File: src/rtl/core/sht_pkg.sv
// shared types, register map, codes and constants of the two-wire sequencer
package sht_pkg;

  // configuration register map
  localparam int CFG_INDEX_W = 3;
  localparam int CFG_DATA_W  = 16;
  localparam int CFG_TICK_W  = 16;
  localparam int CFG_POLL_W  = 10;

  localparam logic [CFG_INDEX_W-1:0] CFG_CLOCK_HOLD   = 3'd0;
  localparam logic [CFG_INDEX_W-1:0] CFG_DATA_SETUP   = 3'd1;
  localparam logic [CFG_INDEX_W-1:0] CFG_POLL_INTVL   = 3'd2;
  localparam logic [CFG_INDEX_W-1:0] CFG_ACK_LIMIT    = 3'd3;
  localparam logic [CFG_INDEX_W-1:0] CFG_SETTLE_POLLS = 3'd4;
  localparam logic [CFG_INDEX_W-1:0] CFG_READY_LIMIT  = 3'd5;

  localparam logic [CFG_TICK_W-1:0] RST_CLOCK_HOLD   = 16'd100;
  localparam logic [CFG_TICK_W-1:0] RST_DATA_SETUP   = 16'd150;
  localparam logic [CFG_TICK_W-1:0] RST_POLL_INTVL   = 16'd1000;
  localparam logic [CFG_POLL_W-1:0] RST_ACK_LIMIT    = 10'd100;
  localparam logic [CFG_POLL_W-1:0] RST_SETTLE_POLLS = 10'd300;
  localparam logic [CFG_POLL_W-1:0] RST_READY_LIMIT  = 10'd500;

  // default counter widths
  localparam int DEF_TICK_COUNT_WIDTH = 16;
  localparam int DEF_POLL_COUNT_WIDTH = 10;

  // request kinds
  localparam logic [1:0] REQ_TEMP   = 2'd0;
  localparam logic [1:0] REQ_HUMID  = 2'd1;
  localparam logic [1:0] REQ_STATUS = 2'd2;
  localparam logic [1:0] REQ_NONE   = 2'd3;

  // error codes
  localparam logic [1:0] ERR_NONE      = 2'd0;
  localparam logic [1:0] ERR_NO_ACK    = 2'd1;
  localparam logic [1:0] ERR_NOT_READY = 2'd2;

  localparam logic [7:0] CMD_TEMP   = 8'h03;
  localparam logic [7:0] CMD_HUMID  = 8'h05;
  localparam logic [7:0] CMD_STATUS = 8'h07;

  // one request: one timing tick with the sampled data line
  typedef struct packed {
    logic       req_valid;
    logic [1:0] req_type;
    logic       sda_in;
  } tick_req_t;

  // line levels and transaction status after one tick
  typedef struct packed {
    logic        scl_out;
    logic        sda_out;
    logic        sda_drive;
    logic        busy_res;
    logic        done_res;
    logic [1:0]  error_code;
    logic [15:0] read_value;
  } seq_result_t;

  function automatic logic [7:0] cmd_byte(input logic [1:0] kind);
    logic [7:0] cmd;
    cmd = CMD_STATUS;
    case (kind)
      REQ_TEMP:   cmd = CMD_TEMP;
      REQ_HUMID:  cmd = CMD_HUMID;
      REQ_STATUS: cmd = CMD_STATUS;
      default:    cmd = CMD_STATUS;
    endcase
    return cmd;
  endfunction

endpackage

File: src/rtl/core/sht1x_two_wire_transaction_sequencer.sv
// top level of the two-wire sensor transaction sequencer
// Each request on the input channel is one timing tick carrying a start strobe
// (in_req_valid), the request kind (in_req_type: temperature, humidity or
// status) and the sampled data line (in_sda_in). Each tick yields exactly one
// result with the clock line level, data line level and drive enable, a busy
// flag and, on the tick that ends a transaction, a done pulse with the error
// code and value read. One tick is taken per clock cycle as long as out_ready
// is high: a request is held in the input register, the state machine steps on
// it and its result lands in the output register, and the next request enters
// the input register as the buffered one steps. Transaction length in ticks is
// set by the hold, setup and poll registers, not by the clock. Configuration
// writes (cfg_index 0..5) are always taken and should only be issued while idle.
module sht1x_two_wire_transaction_sequencer #(
  parameter int TICK_COUNT_WIDTH = sht_pkg::DEF_TICK_COUNT_WIDTH,
  parameter int POLL_COUNT_WIDTH = sht_pkg::DEF_POLL_COUNT_WIDTH
) (
  input  logic                             clk,
  input  logic                             rst_n,
  // tick requests
  input  logic                             in_valid,
  output logic                             in_ready,
  input  logic                             in_req_valid,
  input  logic [1:0]                       in_req_type,
  input  logic                             in_sda_in,
  // per-tick results
  output logic                             out_valid,
  input  logic                             out_ready,
  output logic                             out_scl_out,
  output logic                             out_sda_out,
  output logic                             out_sda_drive,
  output logic                             out_busy_res,
  output logic                             out_done_res,
  output logic [1:0]                       out_error_code,
  output logic [15:0]                      out_read_value,
  // configuration writes
  input  logic                             cfg_valid,
  output logic                             cfg_ready,
  input  logic [sht_pkg::CFG_INDEX_W-1:0]  cfg_index,
  input  logic [sht_pkg::CFG_DATA_W-1:0]   cfg_data
);
  import sht_pkg::*;

  tick_req_t                   in_req, req_q;
  logic                        req_q_valid;
  logic                        out_space;
  logic                        step;
  seq_result_t                 res_d, res_q;
  logic [TICK_COUNT_WIDTH-1:0] clock_hold, data_setup, poll_intvl;
  logic [CFG_POLL_W-1:0]       ack_limit, settle_polls, ready_limit;

  // register writes never stall
  assign cfg_ready = 1'b1;

  assign in_req.req_valid = in_req_valid;
  assign in_req.req_type  = in_req_type;
  assign in_req.sda_in    = in_sda_in;

  // the state machine steps once per buffered tick that has room downstream
  assign step = req_q_valid && out_space;

  sht_cfg_regs #(
    .TICK_COUNT_WIDTH (TICK_COUNT_WIDTH)
  ) u_cfg (
    .clk            (clk),
    .rst_n          (rst_n),
    .wr_en_i        (cfg_valid && cfg_ready),
    .wr_index_i     (cfg_index),
    .wr_data_i      (cfg_data),
    .clock_hold_o   (clock_hold),
    .data_setup_o   (data_setup),
    .poll_intvl_o   (poll_intvl),
    .ack_limit_o    (ack_limit),
    .settle_polls_o (settle_polls),
    .ready_limit_o  (ready_limit)
  );

  sht_in_reg u_in (
    .clk        (clk),
    .rst_n      (rst_n),
    .in_valid_i (in_valid),
    .in_ready_o (in_ready),
    .in_req_i   (in_req),
    .take_i     (step),
    .valid_o    (req_q_valid),
    .req_o      (req_q)
  );

  sht_seq_core #(
    .TICK_COUNT_WIDTH (TICK_COUNT_WIDTH),
    .POLL_COUNT_WIDTH (POLL_COUNT_WIDTH)
  ) u_core (
    .clk            (clk),
    .rst_n          (rst_n),
    .step_i         (step),
    .req_i          (req_q),
    .clock_hold_i   (clock_hold),
    .data_setup_i   (data_setup),
    .poll_intvl_i   (poll_intvl),
    .ack_limit_i    (ack_limit),
    .settle_polls_i (settle_polls),
    .ready_limit_i  (ready_limit),
    .res_o          (res_d)
  );

  sht_out_reg u_out (
    .clk         (clk),
    .rst_n       (rst_n),
    .load_i      (step),
    .res_i       (res_d),
    .space_o     (out_space),
    .out_valid_o (out_valid),
    .out_ready_i (out_ready),
    .res_o       (res_q)
  );

  assign out_scl_out    = res_q.scl_out;
  assign out_sda_out    = res_q.sda_out;
  assign out_sda_drive  = res_q.sda_drive;
  assign out_busy_res   = res_q.busy_res;
  assign out_done_res   = res_q.done_res;
  assign out_error_code = res_q.error_code;
  assign out_read_value = res_q.read_value;

endmodule

File: src/rtl/core/sht_cfg_regs.sv
// configuration registers with tick values saturated to the counter width
module sht_cfg_regs #(
  parameter int TICK_COUNT_WIDTH = sht_pkg::DEF_TICK_COUNT_WIDTH
) (
  input  logic                                clk,
  input  logic                                rst_n,
  input  logic                                wr_en_i,
  input  logic [sht_pkg::CFG_INDEX_W-1:0]     wr_index_i,
  input  logic [sht_pkg::CFG_DATA_W-1:0]      wr_data_i,
  output logic [TICK_COUNT_WIDTH-1:0]         clock_hold_o,
  output logic [TICK_COUNT_WIDTH-1:0]         data_setup_o,
  output logic [TICK_COUNT_WIDTH-1:0]         poll_intvl_o,
  output logic [sht_pkg::CFG_POLL_W-1:0]      ack_limit_o,
  output logic [sht_pkg::CFG_POLL_W-1:0]      settle_polls_o,
  output logic [sht_pkg::CFG_POLL_W-1:0]      ready_limit_o
);
  import sht_pkg::*;

  logic [CFG_TICK_W-1:0] clock_hold_r, data_setup_r, poll_intvl_r;
  logic [CFG_POLL_W-1:0] ack_limit_r, settle_polls_r, ready_limit_r;

  always_ff @(posedge clk) begin
    if (!rst_n) begin
      clock_hold_r   <= RST_CLOCK_HOLD;
      data_setup_r   <= RST_DATA_SETUP;
      poll_intvl_r   <= RST_POLL_INTVL;
      ack_limit_r    <= RST_ACK_LIMIT;
      settle_polls_r <= RST_SETTLE_POLLS;
      ready_limit_r  <= RST_READY_LIMIT;
    end else if (wr_en_i) begin
      case (wr_index_i)
        CFG_CLOCK_HOLD:   clock_hold_r   <= wr_data_i;
        CFG_DATA_SETUP:   data_setup_r   <= wr_data_i;
        CFG_POLL_INTVL:   poll_intvl_r   <= wr_data_i;
        CFG_ACK_LIMIT:    ack_limit_r    <= wr_data_i[CFG_POLL_W-1:0];
        CFG_SETTLE_POLLS: settle_polls_r <= wr_data_i[CFG_POLL_W-1:0];
        CFG_READY_LIMIT:  ready_limit_r  <= wr_data_i[CFG_POLL_W-1:0];
        default: ;
      endcase
    end
  end

  assign ack_limit_o    = ack_limit_r;
  assign settle_polls_o = settle_polls_r;
  assign ready_limit_o  = ready_limit_r;

  // tick values above the tick counter range clamp to its maximum
  if (TICK_COUNT_WIDTH >= CFG_TICK_W) begin : g_wide
    assign clock_hold_o = TICK_COUNT_WIDTH'(clock_hold_r);
    assign data_setup_o = TICK_COUNT_WIDTH'(data_setup_r);
    assign poll_intvl_o = TICK_COUNT_WIDTH'(poll_intvl_r);
  end else begin : g_sat
    assign clock_hold_o = (|clock_hold_r[CFG_TICK_W-1:TICK_COUNT_WIDTH]) ? '1
                        : clock_hold_r[TICK_COUNT_WIDTH-1:0];
    assign data_setup_o = (|data_setup_r[CFG_TICK_W-1:TICK_COUNT_WIDTH]) ? '1
                        : data_setup_r[TICK_COUNT_WIDTH-1:0];
    assign poll_intvl_o = (|poll_intvl_r[CFG_TICK_W-1:TICK_COUNT_WIDTH]) ? '1
                        : poll_intvl_r[TICK_COUNT_WIDTH-1:0];
  end

endmodule

File: src/rtl/core/sht_in_reg.sv
// input register for tick requests
module sht_in_reg (
  input  logic               clk,
  input  logic               rst_n,
  input  logic               in_valid_i,
  output logic               in_ready_o,
  input  sht_pkg::tick_req_t in_req_i,
  input  logic               take_i,
  output logic               valid_o,
  output sht_pkg::tick_req_t req_o
);
  import sht_pkg::*;

  logic      valid_r, valid_nxt;
  tick_req_t req_r;
  logic      load;

  assign in_ready_o = !valid_r || take_i;
  assign load       = in_valid_i && in_ready_o;

  always_comb begin
    valid_nxt = valid_r;
    if (load) begin
      valid_nxt = 1'b1;
    end else if (take_i) begin
      valid_nxt = 1'b0;
    end
  end

  always_ff @(posedge clk) begin
    if (!rst_n) begin
      valid_r <= 1'b0;
    end else begin
      valid_r <= valid_nxt;
    end
  end

  always_ff @(posedge clk) begin
    if (load) begin
      req_r <= in_req_i;
    end
  end

  assign valid_o = valid_r;
  assign req_o   = req_r;

endmodule

File: src/rtl/core/sht_seq_core.sv
// transaction state machine, advanced by one tick per step
module sht_seq_core #(
  parameter int TICK_COUNT_WIDTH = sht_pkg::DEF_TICK_COUNT_WIDTH,
  parameter int POLL_COUNT_WIDTH = sht_pkg::DEF_POLL_COUNT_WIDTH
) (
  input  logic                            clk,
  input  logic                            rst_n,
  input  logic                            step_i,
  input  sht_pkg::tick_req_t              req_i,
  input  logic [TICK_COUNT_WIDTH-1:0]     clock_hold_i,
  input  logic [TICK_COUNT_WIDTH-1:0]     data_setup_i,
  input  logic [TICK_COUNT_WIDTH-1:0]     poll_intvl_i,
  input  logic [sht_pkg::CFG_POLL_W-1:0]  ack_limit_i,
  input  logic [sht_pkg::CFG_POLL_W-1:0]  settle_polls_i,
  input  logic [sht_pkg::CFG_POLL_W-1:0]  ready_limit_i,
  output sht_pkg::seq_result_t            res_o
);
  import sht_pkg::*;

  localparam int CMP_W = (POLL_COUNT_WIDTH > CFG_POLL_W) ? POLL_COUNT_WIDTH : CFG_POLL_W;
  localparam logic [POLL_COUNT_WIDTH-1:0] POLL_MAX = '1;
  localparam logic [4:0] CMD_BITS   = 5'd8;
  localparam logic [4:0] RESET_PULS = 5'd9;
  localparam logic [4:0] BYTE_BITS  = 5'd8;
  localparam logic [4:0] WORD_BITS  = 5'd16;

  typedef enum logic [30:0] {
    PH_IDLE     = 31'h00000001,
    PH_S1       = 31'h00000002,
    PH_S2       = 31'h00000004,
    PH_S3       = 31'h00000008,
    PH_S4       = 31'h00000010,
    PH_S5       = 31'h00000020,
    PH_S6       = 31'h00000040,
    PH_S7       = 31'h00000080,
    PH_TX_D     = 31'h00000100,
    PH_TX_H     = 31'h00000200,
    PH_TX_L     = 31'h00000400,
    PH_ACK_REL  = 31'h00000800,
    PH_ACK_WAIT = 31'h00001000,
    PH_CR_LO    = 31'h00002000,
    PH_CR_H     = 31'h00004000,
    PH_CR_L     = 31'h00008000,
    PH_XH       = 31'h00010000,
    PH_XL       = 31'h00020000,
    PH_MEAS     = 31'h00040000,
    PH_SETTLE   = 31'h00080000,
    PH_READY    = 31'h00100000,
    PH_RD_H     = 31'h00200000,
    PH_RD_L     = 31'h00400000,
    PH_AK_D     = 31'h00800000,
    PH_AK_H     = 31'h01000000,
    PH_AK_L     = 31'h02000000,
    PH_AK_R     = 31'h04000000,
    PH_EN_D     = 31'h08000000,
    PH_EN_H     = 31'h10000000,
    PH_EN_L     = 31'h20000000,
    PH_FIN      = 31'h40000000
  } phase_t;

  phase_t                      phase_r, phase_nxt;
  logic [TICK_COUNT_WIDTH-1:0] tick_r, tick_nxt;
  logic [POLL_COUNT_WIDTH-1:0] poll_r, poll_nxt;
  logic [4:0]                  bit_r, bit_nxt;
  logic [15:0]                 shift_r, shift_nxt;
  logic [1:0]                  kind_r, kind_nxt;
  logic                        scl_r, scl_nxt;
  logic                        sda_r, sda_nxt;
  logic                        drive_r, drive_nxt;
  logic [1:0]                  err_r, err_nxt;

  logic [POLL_COUNT_WIDTH-1:0] poll_inc;
  logic                        ack_fail, ready_fail, settle_done;
  logic [4:0]                  bit_inc;
  logic                        done;
  logic [15:0]                 value;

  // saturating poll count and limit checks
  assign poll_inc    = (poll_r == POLL_MAX) ? poll_r : poll_r + 1'b1;
  assign ack_fail    = (CMP_W'(poll_inc) >= CMP_W'(ack_limit_i)) || (poll_inc == POLL_MAX);
  assign ready_fail  = (CMP_W'(poll_inc) >= CMP_W'(ready_limit_i)) || (poll_inc == POLL_MAX);
  assign settle_done = (CMP_W'(poll_r) >= CMP_W'(settle_polls_i)) || (poll_r == POLL_MAX);
  assign bit_inc     = bit_r + 1'b1;

  always_comb begin
    phase_nxt = phase_r;
    tick_nxt  = tick_r;
    poll_nxt  = poll_r;
    bit_nxt   = bit_r;
    shift_nxt = shift_r;
    kind_nxt  = kind_r;
    scl_nxt   = scl_r;
    sda_nxt   = sda_r;
    drive_nxt = drive_r;
    err_nxt   = err_r;
    done      = 1'b0;
    value     = '0;
    if (phase_r == PH_IDLE) begin
      if (req_i.req_valid && (req_i.req_type != REQ_NONE)) begin
        kind_nxt  = req_i.req_type;
        shift_nxt = {8'h00, cmd_byte(req_i.req_type)};
        err_nxt   = ERR_NONE;
        drive_nxt = 1'b1;
        sda_nxt   = 1'b1;
        tick_nxt  = data_setup_i;
        phase_nxt = PH_S1;
      end
    end else if (tick_r != '0) begin
      tick_nxt = tick_r - 1'b1;
    end else begin
      case (phase_r)
        // transmission start: data falls and rises while clock is high
        PH_S1: begin scl_nxt = 1'b0; tick_nxt = clock_hold_i; phase_nxt = PH_S2; end
        PH_S2: begin scl_nxt = 1'b1; tick_nxt = clock_hold_i; phase_nxt = PH_S3; end
        PH_S3: begin
          drive_nxt = 1'b1; sda_nxt = 1'b0; tick_nxt = data_setup_i; phase_nxt = PH_S4;
        end
        PH_S4: begin scl_nxt = 1'b0; tick_nxt = clock_hold_i; phase_nxt = PH_S5; end
        PH_S5: begin scl_nxt = 1'b1; tick_nxt = clock_hold_i; phase_nxt = PH_S6; end
        PH_S6: begin
          drive_nxt = 1'b1; sda_nxt = 1'b1; tick_nxt = data_setup_i; phase_nxt = PH_S7;
        end
        PH_S7: begin
          bit_nxt = '0; scl_nxt = 1'b0; tick_nxt = clock_hold_i; phase_nxt = PH_TX_D;
        end
        // command byte, msb first
        PH_TX_D: begin
          drive_nxt = 1'b1; sda_nxt = shift_r[7]; tick_nxt = data_setup_i;
          phase_nxt = PH_TX_H;
        end
        PH_TX_H: begin scl_nxt = 1'b1; tick_nxt = clock_hold_i; phase_nxt = PH_TX_L; end
        PH_TX_L: begin
          shift_nxt = {8'h00, shift_r[6:0], 1'b0};
          bit_nxt   = bit_inc;
          scl_nxt   = 1'b0;
          tick_nxt  = clock_hold_i;
          phase_nxt = (bit_inc >= CMD_BITS) ? PH_ACK_REL : PH_TX_D;
        end
        PH_ACK_REL: begin
          drive_nxt = 1'b0; poll_nxt = '0; tick_nxt = poll_intvl_i; phase_nxt = PH_ACK_WAIT;
        end
        PH_ACK_WAIT: begin
          if (!req_i.sda_in) begin
            scl_nxt = 1'b0; tick_nxt = clock_hold_i; phase_nxt = PH_XH;
          end else begin
            poll_nxt = poll_inc;
            if (ack_fail) begin
              err_nxt   = ERR_NO_ACK;
              drive_nxt = 1'b1;
              sda_nxt   = 1'b1;
              scl_nxt   = 1'b0;
              tick_nxt  = clock_hold_i;
              phase_nxt = PH_CR_LO;
            end else begin
              tick_nxt = poll_intvl_i;
            end
          end
        end
        // connection reset: RESET_PULS clock pulses with data high
        PH_CR_LO: begin
          bit_nxt = '0; scl_nxt = 1'b0; tick_nxt = clock_hold_i; phase_nxt = PH_CR_H;
        end
        PH_CR_H: begin scl_nxt = 1'b1; tick_nxt = clock_hold_i; phase_nxt = PH_CR_L; end
        PH_CR_L: begin
          bit_nxt   = bit_inc;
          scl_nxt   = 1'b0;
          tick_nxt  = clock_hold_i;
          phase_nxt = (bit_inc >= RESET_PULS) ? PH_XH : PH_CR_H;
        end
        // extra clock pulse
        PH_XH: begin scl_nxt = 1'b1; tick_nxt = clock_hold_i; phase_nxt = PH_XL; end
        PH_XL: begin
          scl_nxt  = 1'b0;
          tick_nxt = clock_hold_i;
          if (err_r != ERR_NONE) begin
            shift_nxt = '0; phase_nxt = PH_FIN;
          end else if (kind_r == REQ_STATUS) begin
            shift_nxt = '0; bit_nxt = '0; drive_nxt = 1'b0; phase_nxt = PH_RD_H;
          end else begin
            phase_nxt = PH_MEAS;
          end
        end
        PH_MEAS: begin
          drive_nxt = 1'b0; scl_nxt = 1'b0; poll_nxt = '0; tick_nxt = '0;
          phase_nxt = PH_SETTLE;
        end
        PH_SETTLE: begin
          if (settle_done) begin
            poll_nxt = '0; phase_nxt = PH_READY;
          end else begin
            poll_nxt = poll_r + 1'b1;
          end
          tick_nxt = poll_intvl_i;
        end
        PH_READY: begin
          if (!req_i.sda_in) begin
            shift_nxt = '0; bit_nxt = '0; phase_nxt = PH_RD_H;
          end else begin
            poll_nxt = poll_inc;
            if (ready_fail) begin
              err_nxt = ERR_NOT_READY; shift_nxt = '0; phase_nxt = PH_FIN;
            end else begin
              tick_nxt = poll_intvl_i;
            end
          end
        end
        // data bits sampled on the clock's falling step
        PH_RD_H: begin scl_nxt = 1'b1; tick_nxt = clock_hold_i; phase_nxt = PH_RD_L; end
        PH_RD_L: begin
          shift_nxt = {shift_r[14:0], req_i.sda_in};
          bit_nxt   = bit_inc;
          scl_nxt   = 1'b0;
          tick_nxt  = clock_hold_i;
          if (kind_r == REQ_STATUS) begin
            phase_nxt = (bit_inc >= BYTE_BITS) ? PH_FIN : PH_RD_H;
          end else if (bit_inc == BYTE_BITS) begin
            phase_nxt = PH_AK_D;
          end else begin
            phase_nxt = (bit_inc >= WORD_BITS) ? PH_EN_D : PH_RD_H;
          end
        end
        // acknowledge after the first byte
        PH_AK_D: begin
          drive_nxt = 1'b1; sda_nxt = 1'b0; tick_nxt = data_setup_i; phase_nxt = PH_AK_H;
        end
        PH_AK_H: begin scl_nxt = 1'b1; tick_nxt = data_setup_i; phase_nxt = PH_AK_L; end
        PH_AK_L: begin scl_nxt = 1'b0; tick_nxt = data_setup_i; phase_nxt = PH_AK_R; end
        PH_AK_R: begin
          sda_nxt = 1'b1; drive_nxt = 1'b0; tick_nxt = '0; phase_nxt = PH_RD_H;
        end
        // closing no-acknowledge
        PH_EN_D: begin
          drive_nxt = 1'b1; sda_nxt = 1'b1; tick_nxt = data_setup_i; phase_nxt = PH_EN_H;
        end
        PH_EN_H: begin scl_nxt = 1'b1; tick_nxt = clock_hold_i; phase_nxt = PH_EN_L; end
        PH_EN_L: begin scl_nxt = 1'b0; tick_nxt = clock_hold_i; phase_nxt = PH_FIN; end
        PH_FIN: begin
          done      = 1'b1;
          value     = (err_r != ERR_NONE) ? 16'h0000 : shift_r;
          phase_nxt = PH_IDLE;
          tick_nxt  = '0;
        end
        default: begin
          phase_nxt = PH_IDLE; tick_nxt = '0;
        end
      endcase
    end
  end

  always_ff @(posedge clk) begin
    if (!rst_n) begin
      phase_r <= PH_IDLE;
      tick_r  <= '0;
      poll_r  <= '0;
      bit_r   <= '0;
      shift_r <= '0;
      kind_r  <= REQ_TEMP;
      scl_r   <= 1'b0;
      sda_r   <= 1'b1;
      drive_r <= 1'b0;
      err_r   <= ERR_NONE;
    end else if (step_i) begin
      phase_r <= phase_nxt;
      tick_r  <= tick_nxt;
      poll_r  <= poll_nxt;
      bit_r   <= bit_nxt;
      shift_r <= shift_nxt;
      kind_r  <= kind_nxt;
      scl_r   <= scl_nxt;
      sda_r   <= sda_nxt;
      drive_r <= drive_nxt;
      err_r   <= err_nxt;
    end
  end

  always_comb begin
    res_o.scl_out    = scl_nxt;
    res_o.sda_out    = sda_nxt;
    res_o.sda_drive  = drive_nxt;
    res_o.busy_res   = (phase_nxt != PH_IDLE);
    res_o.done_res   = done;
    res_o.error_code = done ? err_r : ERR_NONE;
    res_o.read_value = value;
  end

  a_done_ends_busy: assert property (@(posedge clk) disable iff (!rst_n)
    res_o.done_res |-> !res_o.busy_res)
    else $error("done pulse while still busy");

  a_value_only_on_done: assert property (@(posedge clk) disable iff (!rst_n)
    ((res_o.read_value != 16'h0000) || (res_o.error_code != ERR_NONE)) |-> res_o.done_res)
    else $error("result fields set without done");

  a_idle_no_countdown: assert property (@(posedge clk) disable iff (!rst_n)
    (phase_r == PH_IDLE) |-> (tick_r == '0))
    else $error("tick counter running while idle");

  a_fin_returns_idle: assert property (@(posedge clk) disable iff (!rst_n)
    (step_i && (phase_r == PH_FIN) && (tick_r == '0)) |=> (phase_r == PH_IDLE))
    else $error("finish step did not return to idle");

endmodule

File: src/rtl/core/sht_out_reg.sv
// result register holding one tick's line levels and status
module sht_out_reg (
  input  logic                 clk,
  input  logic                 rst_n,
  input  logic                 load_i,
  input  sht_pkg::seq_result_t res_i,
  output logic                 space_o,
  output logic                 out_valid_o,
  input  logic                 out_ready_i,
  output sht_pkg::seq_result_t res_o
);
  import sht_pkg::*;

  logic        valid_r, valid_nxt;
  seq_result_t res_r;

  assign space_o = !valid_r || out_ready_i;

  always_comb begin
    valid_nxt = valid_r;
    if (load_i) begin
      valid_nxt = 1'b1;
    end else if (out_ready_i) begin
      valid_nxt = 1'b0;
    end
  end

  always_ff @(posedge clk) begin
    if (!rst_n) begin
      valid_r <= 1'b0;
    end else begin
      valid_r <= valid_nxt;
    end
  end

  always_ff @(posedge clk) begin
    if (load_i) begin
      res_r <= res_i;
    end
  end

  assign out_valid_o = valid_r;
  assign res_o       = res_r;

endmodule
File: config.mk
export PLATFORM = sky130hd
export DESIGN_NAME = sht1x_two_wire_transaction_sequencer
export DESIGN_NICKNAME = d
export VERILOG_FILES = /design/src/rtl/core/sht_pkg.sv /design/src/rtl/core/sht1x_two_wire_transaction_sequencer.sv /design/src/rtl/core/sht_cfg_regs.sv /design/src/rtl/core/sht_in_reg.sv /design/src/rtl/core/sht_seq_core.sv /design/src/rtl/core/sht_out_reg.sv
export SDC_FILE = /design/constraint.sdc
export NUM_CORES = 1
export LEC_CHECK = 0
export ABC_AREA = 1
export BUFFER_PORTS_ARGS = -buffer_cell sky130_fd_sc_hd__buf_4
export CELL_PAD_IN_SITES_DETAIL_PLACEMENT = 2
export CELL_PAD_IN_SITES_GLOBAL_PLACEMENT = 2
export CORE_AREA = 4 4 150 209
export CTS_BUF_LIST = sky130_fd_sc_hd__clkbuf_8
export DETAILED_ROUTE_END_ITERATION = 10
export DIE_AREA = 0 0 154 213
export PLACE_DENSITY = 0.85
export RECOVER_POWER = 50
export SETUP_SLACK_MARGIN = 0.2
export SLEW_MARGIN = 20
export SYNTH_ARGS = -nofsm -noshare
export SYNTH_HDL_FRONTEND = slang
export SYNTH_SLANG_ARGS = --single-unit
File: constraint.sdc
create_clock -name clk -period 6.2 [get_ports clk]
set_input_delay 0.62 -clock clk [delete_from_list [all_inputs] [get_ports clk]]
set_output_delay 0.62 -clock clk [all_outputs]
set_load 0.01 [all_outputs]
==> impl_metrics.toml, run 1 <==
[run_status]
outcome = "finished with violations"
violations = "capacitance limit, slew limit"

[worst_setup_path]
timing.rr.end = "u_core.shift_r[0]"
worst-path-buf-inv = 2
crit_path_end = "u_cfg.clock_hold_o[4]"
rr_worst_depth = 18
crit_arrival_ns = 5.01
path_cells = "clkbuf_1 > clkbuf_1 > o21ai_0 > a21oi_1"
start_kind = "input pin"
critPathLaunch = "rst_n"
reg2reg_from = "u_core.poll_r[0]"
crit_slowest_cell = "clkbuf_1"
end_kind = "register"
crit_top_cell = "clkbuf_1"
criticalPathCategory = "in2reg"
reg2reg_slack_ns = 2.02
cp_max_fo = 103
cp_top_family = "buffers and inverters"
cp.required_ns = 6.64
cp.depth = 4
max_stage_delay_ns = 3.08

[timing]
max_clock_freq_ghz = 0.2192
finalMaxSlewViolations = 173
finalHoldViolations = 0
rsz0062_at_grt = "no"
post-route-period-util = 0.7357
setup_viol = 0
fin_worst_skew_ns = 0.02898
fin_tns_setup_ns = 0
slew_headroom = -1.914
tightestPinTransition_ns = 4.370
period_minus_slack_ns = 4.561

[layout]
final_nets = 1748
post_route_cells_drive_above_1_share = 0.1030
fin_cells = 2079
area_growth_pct = 7.632
fill_cells = 3559
n_antenna_cell = 0

[pwr]
finalPower_w = 0.002641
max-vdd-ir-drop_mv = 0.1482
p_leak_nw = 5.329
power.density_nw_per_um2 = 210.5

[die]
die_h_um = 213
rows = 74
fp.dieW_um = 154
ios = 54
dieArea_um2 = 32800
placeableCoreArea_um2 = 29350
start_util = 0.3971

[yosys]
synth_area_leader_cell = "dfxtp_1"
synth_cell_types = 56
ys.warnings.count = 0
syn_area_per_cell_um2 = 6.984
syn-cell-area_um2 = 11660
synthFlopType = "dfxtp_1"
yosysSeqAreaShare = 0.3529
syn_inst = 1669
synth_area_leaders = "dfxtp_1 (28%), nand2_1 (9.2%), nor2_1 (7.3%)"
synth_nets = 1731
synth_seq_cells = 192
synth_edf_count = 27
synth_top_area_frac = 0.2834
async_reset_ff_frac = 0

[cts]
clkSinkCount = 192
post_cts_buffers = 0
post_cts_resized = 0
cts_tree = "built"
clk_latency_ns = 0.55
h-tree-depth = 4
cts_inserted_buffers = 17
cts_root_buf = "clkbuf_8"
hold_buffers = 0
clk_pin_slew_worst_paths_ns = 0.13
clk_path_buf_depth = 2

[global_route]
grt_usage = 0.2807
grt_pass1_wl_um = 72920
grt_max_degree = 104
grt_pass1_vias = 13200
globalRouteMet2Util = 0.5240
busiest_layer = "met2"
antenna_found_initial = 0
met3_usage = 0.03204
overflow = 0
grt_util_met1 = 0.3022

[worst_hold_path]
hold_class = "in2reg"
hold_path.startpoint = "in_req_type[1]"
min_delay_path_depth = 1

[flow_run]
drv_cap = 3

[detailed_routing]
viasPerCell = 5.706
routedWlPerCell_um = 21.88
first_pass_iters = 5
drt_iter0_drc = 569
vias = 11860
drc = 0
drt_wl_total_um = 45490
ant_nets = 0

[placed_design]
routabilityCongestion = 0.9128
dp_hpwl_um = 32930
place_inst = 2047
port_buffers = 52
-- area by class of cell --
| cell class | count | area [µm²] | area share |
|---|---|---|---|
| Timing Repair Buffer | 62 | 356.6 | 0.02842 |
| Inverter | 216 | 813.3 | 0.06482 |
| Clock buffer | 17 | 234.0 | 0.01865 |
| Clock inverter | 15 | 196.4 | 0.01566 |
| Multi-Input combinational cell | 1197 | 6356 | 0.5066 |
| Sequential cell | 192 | 4114 | 0.3279 |
| Tap cell | 380 | 475.5 | 0.03790 |
-- routing by layer --
| metal | vias up | wire length, µm | share of wire |
|---|---|---|---|
| met5 | - | 0 | 0 |
| met4 | 0 | 2795 | 0.061 |
| met3 | 125 | 936 | 0.021 |
| met2 | 202 | 24170 | 0.53 |
| met1 | 5954 | 17590 | 0.39 |
| li1 | 5581 | - | - |
-- logic make-up (layout without fill, tap and decap cells) --
kind of cell | Yosys count | after routing | synth area share
adder cells (fa/ha/maj) | 34 | 34 | 0.03650
XOR/XNOR | 11 | 11 | 0.008266
buffers and inverters | 280 | 310 | 0.1022
AO/OA/AOI/OAI | 389 | 389 | 0.1900
other | 1 | 1 | 0.0003217
AND/OR/NAND/NOR | 762 | 762 | 0.3098
flip-flops | 192 | 192 | 0.3529
-- worst reg2reg max path, cell delays in order, from the launching register on --
cell	delay, ns
dfxtp_1	0.46
ha_1	0.27
nand2_1	0.11
nor2_4	0.15
nand3_2	0.29
o21ai_1	0.42
ha_1	0.32
inv_1	0.06
nor2_1	0.04
o211ai_1	0.16
nand3_1	0.11
nor2_1	0.29
nand2_2	0.15
nor2_2	0.22
nand2_1	0.15
nand3_4	0.31
inv_1	0.22
o21ai_0	0.25
a21oi_1	0.09
-- cell usage in the layout, fill, tap and decap left out, drive strengths merged, types with 21 or more instances in the layout --
cell type / Yosys / layout
nand2: 303 / 303
nor3: 25 / 25
buf: 27 / 29
a211oi: 21 / 21
nand3: 111 / 111
o21ai: 141 / 141
edfxtp: 27 / 27
a21oi: 167 / 167
nand4: 42 / 42
ha: 34 / 34
o211ai: 31 / 31
clkbuf: 37 / 50
inv: 213 / 224
dfxtp: 165 / 165
nor2: 256 / 256
-- sequential cells by signal, indices dropped and copies added, names as in the netlist, 16 cells and up --
signal              cells
u_out.res_o            23
u_core.tick_r          16
u_core.shift_r         16
u_cfg.data_setup_o     16
u_cfg.poll_intvl_o     16
u_cfg.clock_hold_o     16
u_core.phase_r         31
-- per-stage QoR --
step	hold WS [ns]	worst slack [ns]	area (µm²)	util
2_1_floorplan	0.4240	3.409	11660	-
3_3_place_gp	0.4339	2.474	12220	0.4165
3_5_place_dp	0.4534	2.121	12220	0.4165
4_1_cts	0.2248	2.007	12650	0.4312
5_1_grt	0.2564	1.277	12550	0.4274
6_report	0.2735	1.639	12550	0.4274
-- synthesized netlist by cell type, types with 9 or more instances --
library cell	instances
a211oi_1	9
o21ai_1	34
dfxtp_1	165
nand3_1	99
clkbuf_1	37
nor3_1	16
buf_6	14
inv_2	15
edfxtp_1	27
a211oi_2	12
a21oi_1	166
nor2_4	9
nand2_2	14
o211ai_1	31
nor2_1	227
inv_1	197
nor2_2	17
nand3_2	10
o22ai_1	9
nand2_1	285
o21ai_0	106
ha_1	34
nand4_1	41
-- where the power goes --
| part | leakage (nW) | internal, W | switching (W) | total (W) |
|---|---|---|---|---|
| registers | 1.58 | 0.00131 | 0.0000357 | 0.00134 |
| logic | 3.53 | 0.000108 | 0.000262 | 0.000370 |
| clock network | 0.215 | 0.000323 | 0.000603 | 0.000926 |
-- how the worst min path moves through the flow --
| stage | end | slack, ns |
|---|---|---|
| after floorplan | u_core.kind_r[0] | 0.42 |
| after global placement | u_core.kind_r[0] | 0.43 |
| after detailed placement | u_core.kind_r[0] | 0.45 |
| after CTS | u_in.req_o[2] | 0.22 |
| after global routing | u_in.req_o[2] | 0.26 |
| final | u_in.req_o[2] | 0.27 |
(Power assumes the default switching activity.)
==> run 2, diff against run 1 <==
--- a/config.mk
+++ b/config.mk
@@ -9,11 +9,11 @@
 export BUFFER_PORTS_ARGS = -buffer_cell sky130_fd_sc_hd__buf_4
 export CELL_PAD_IN_SITES_DETAIL_PLACEMENT = 2
 export CELL_PAD_IN_SITES_GLOBAL_PLACEMENT = 2
-export CORE_AREA = 4 4 150 209
+export CORE_AREA = 4 4 164 230
 export CTS_BUF_LIST = sky130_fd_sc_hd__clkbuf_8
 export DETAILED_ROUTE_END_ITERATION = 10
-export DIE_AREA = 0 0 154 213
-export PLACE_DENSITY = 0.85
+export DIE_AREA = 0 0 168 234
+export PLACE_DENSITY = 0.74
 export RECOVER_POWER = 50
 export SETUP_SLACK_MARGIN = 0.2
 export SLEW_MARGIN = 20
==> constraint.sdc (replaced) <==
create_clock -name clk -period 3.8 [get_ports clk]
set_input_delay 0.38 -clock clk [delete_from_list [all_inputs] [get_ports clk]]
set_output_delay 0.38 -clock clk [all_outputs]
set_load 0.01 [all_outputs]
==> run 2 against run 1 <==
Worst hold slack worse by 0.17 ns. Critical endpoint is now u_out.res_o[19]. Design area increased by 3.5%. Setup slack worse by 1.2 ns. Largest cell class unchanged. Critical path depth increased by 14. Clock power rose by 57%. Final cell count increased by 5.8%. The flow still finishes with violations (capacitance limit, slew limit). Sequential power grew 63%. Register-to-register slack got worse by 1.6 ns.
==> impl_metrics.toml, run 2 (same netlist as run 1, synthesis figures left out) <==
[pwr]
power.density_nw_per_um2 = 327.8
p_leak_nw = 5.524
max-vdd-ir-drop_mv = 0.1731

[worst_setup_path]
path_cells = "nand2_1 > o21ai_0 > nand3_2 > ha_1 > nand2_1 > o21ai_0 > nand2_1 > nand3_1 > nor2_1 > buf_4 > nand2_2 > nand2_1 > nand3_1 > nand2_1 > o21ai_1 > nand2_1 > nor2_1 > nand3_1"
cp.required_ns = 4.08
end_kind = "register"
max_stage_delay_ns = 0.45
cp_top_family = "simple AND/OR/NAND/NOR gates"
crit_slowest_cell = "o21ai_0"
criticalPathCategory = "reg2reg"
start_kind = "register"
worst-path-buf-inv = 1
crit_top_cell = "nand2_1"
crit_arrival_ns = 3.64
cp_max_fo = 8

[cts]
cts_root_buf = "clkbuf_8"
h-tree-depth = 4
clk_pin_slew_worst_paths_ns = 0.12
clkSinkCount = 192
cts_inserted_buffers = 17
cts_tree = "built"
clk_path_buf_depth = 2
clk_latency_ns = 0.52

[die]
placeableCoreArea_um2 = 35600
start_util = 0.3274
die_h_um = 234
fp.dieW_um = 168
dieArea_um2 = 39310
rows = 82
ios = 54

[layout]
area_growth_pct = 11.43
fill_cells = 4315
largest_reg_flops = 31
final_nets = 1786
final_cell_mix = "nand2_1 (284), nor2_1 (226), inv_1 (197), a21oi_1 (166), dfxtp_1 (162)"
post_route_cells_drive_above_1_share = 0.1278
mostFrequentLayoutCell = "nand2_1"
fin_area_um2 = 12990
largest-register = "u_core.phase_r"

[timing]
slew_headroom = -0.3386
fin_tns_setup_ns = 0
period_minus_slack_ns = 3.364
finalHoldViolations = 0
tightestPinTransition_ns = 2.008
finalMaxSlewViolations = 142
rsz0062_at_grt = "no"
max_clock_freq_ghz = 0.2972
fin_worst_skew_ns = 0.02640
post-route-period-util = 0.8854
setup_viol = 0

[placed_design]
routabilityCongestion = 0.9014
port_buffers = 52
dp_hpwl_um = 34630
postPlaceCellArea_um2 = 12530

[detailed_routing]
routedWlPerCell_um = 20.73
drc = 0
viasPerCell = 5.361
drt_wl_total_um = 45600
ant_nets = 0
vias = 11790
drt_iter0_drc = 584
first_pass_iters = 4

[flow_run]
drv_cap = 2

[global_route]
busiest_layer = "met2"
grt_usage = 0.2314
grt_max_degree = 104
met3_usage = 0.02530
grt_pass1_vias = 12630
overflow = 0
grt_pass1_wl_um = 71250
antenna_found_initial = 1
grt_util_met1 = 0.2647
globalRouteMet2Util = 0.4338

[run_status]
outcome = "finished with violations"
violations = "capacitance limit, slew limit"

[worst_hold_path]
hold_class = "in2reg"
-- run 2: changes by cell type in the layout (fill, tap and decap cells not counted), moves of 2 or more --
cell / change
nand3_4: +2
dfxtp_2: +2
clkbuf_2: +2
buf_4: +34
dlygate4sd3_1: +4
inv_12: -2
dfxtp_1: -3
clkbuf_1: -3
-- run 2: final timing paths --
| path | from | depth (start not counted) | endpoint | slack [ns] |
|---|---|---|---|---|
| max | u_core.poll_r[4] | 18 | u_out.res_o[19] | 0.44 |
| min | cfg_data[10] | 3 | u_cfg.clock_hold_o[10] | 0.11 |
| max reg2reg | u_core.poll_r[4] | 18 | u_out.res_o[19] | 0.44 |
| min reg2reg | u_core.kind_r[1] | 2 | u_core.kind_r[1] | 0.49 |
-- run 2: what timing repair did --
item / in CTS / in global routing
buffers inserted: 0 / 9
pin swaps: 0 / 1
resized for setup: 2 / 11
hold buffers: 4 / 0
endpoints found under the setup margin: 5 / 41
endpoints found under the hold margin: 4 / 0
-- run 2: cell type report --
type | instances | area, µm² | area share
multi-input cells | 1197 | 6394 | 0.4922
clock inverters | 15 | 176.4 | 0.01358
flip-flops and latches | 192 | 4120 | 0.3172
clock buffers | 17 | 234.0 | 0.01801
repair buffers | 100 | 670.6 | 0.05163
diodes | 1 | 2.502 | 0.0001927
well taps | 462 | 578.1 | 0.04450
inverters | 216 | 813.3 | 0.06261
-- run 2: tightest hold or removal path: cells and delay by family --
family / cells / cell delay [ns]
buffers and inverters: 1 / 0.09
and+or+nand+nor: 2 / 0.12
-- run 2: per-layer routing --
layer | wire [µm] | part of all wire
met1 | 18880 | 0.41
met4 | 1930 | 0.042
met5 | 0 | 0
met2 | 23950 | 0.53
met3 | 838 | 0.018
-- run 2: stage by stage --
step	total power [W]	worst slack [ns]	std cells	util	hold slack (ns)
2_1_floorplan	0.002616	1.009	1669	-	0.4240
3_3_place_gp	0.002830	0.2534	2154	0.3519	0.4394
3_5_place_dp	0.002855	0.1954	2154	0.3519	0.4660
4_1_cts	0.004311	0.2097	2190	0.3647	0.07593
5_1_grt	0.004473	0.1562	2200	0.3648	0.09846
6_report	0.004258	0.4355	2200	0.3648	0.1085
-- run 2: report_power, final --
group	switching [W]	leakage, nW	total [W]	internal, W
Clock	0.000939	0.205	0.00145	0.000511
Sequential	0.0000503	1.58	0.00218	0.00213
Combinational	0.000431	3.74	0.000625	0.000195
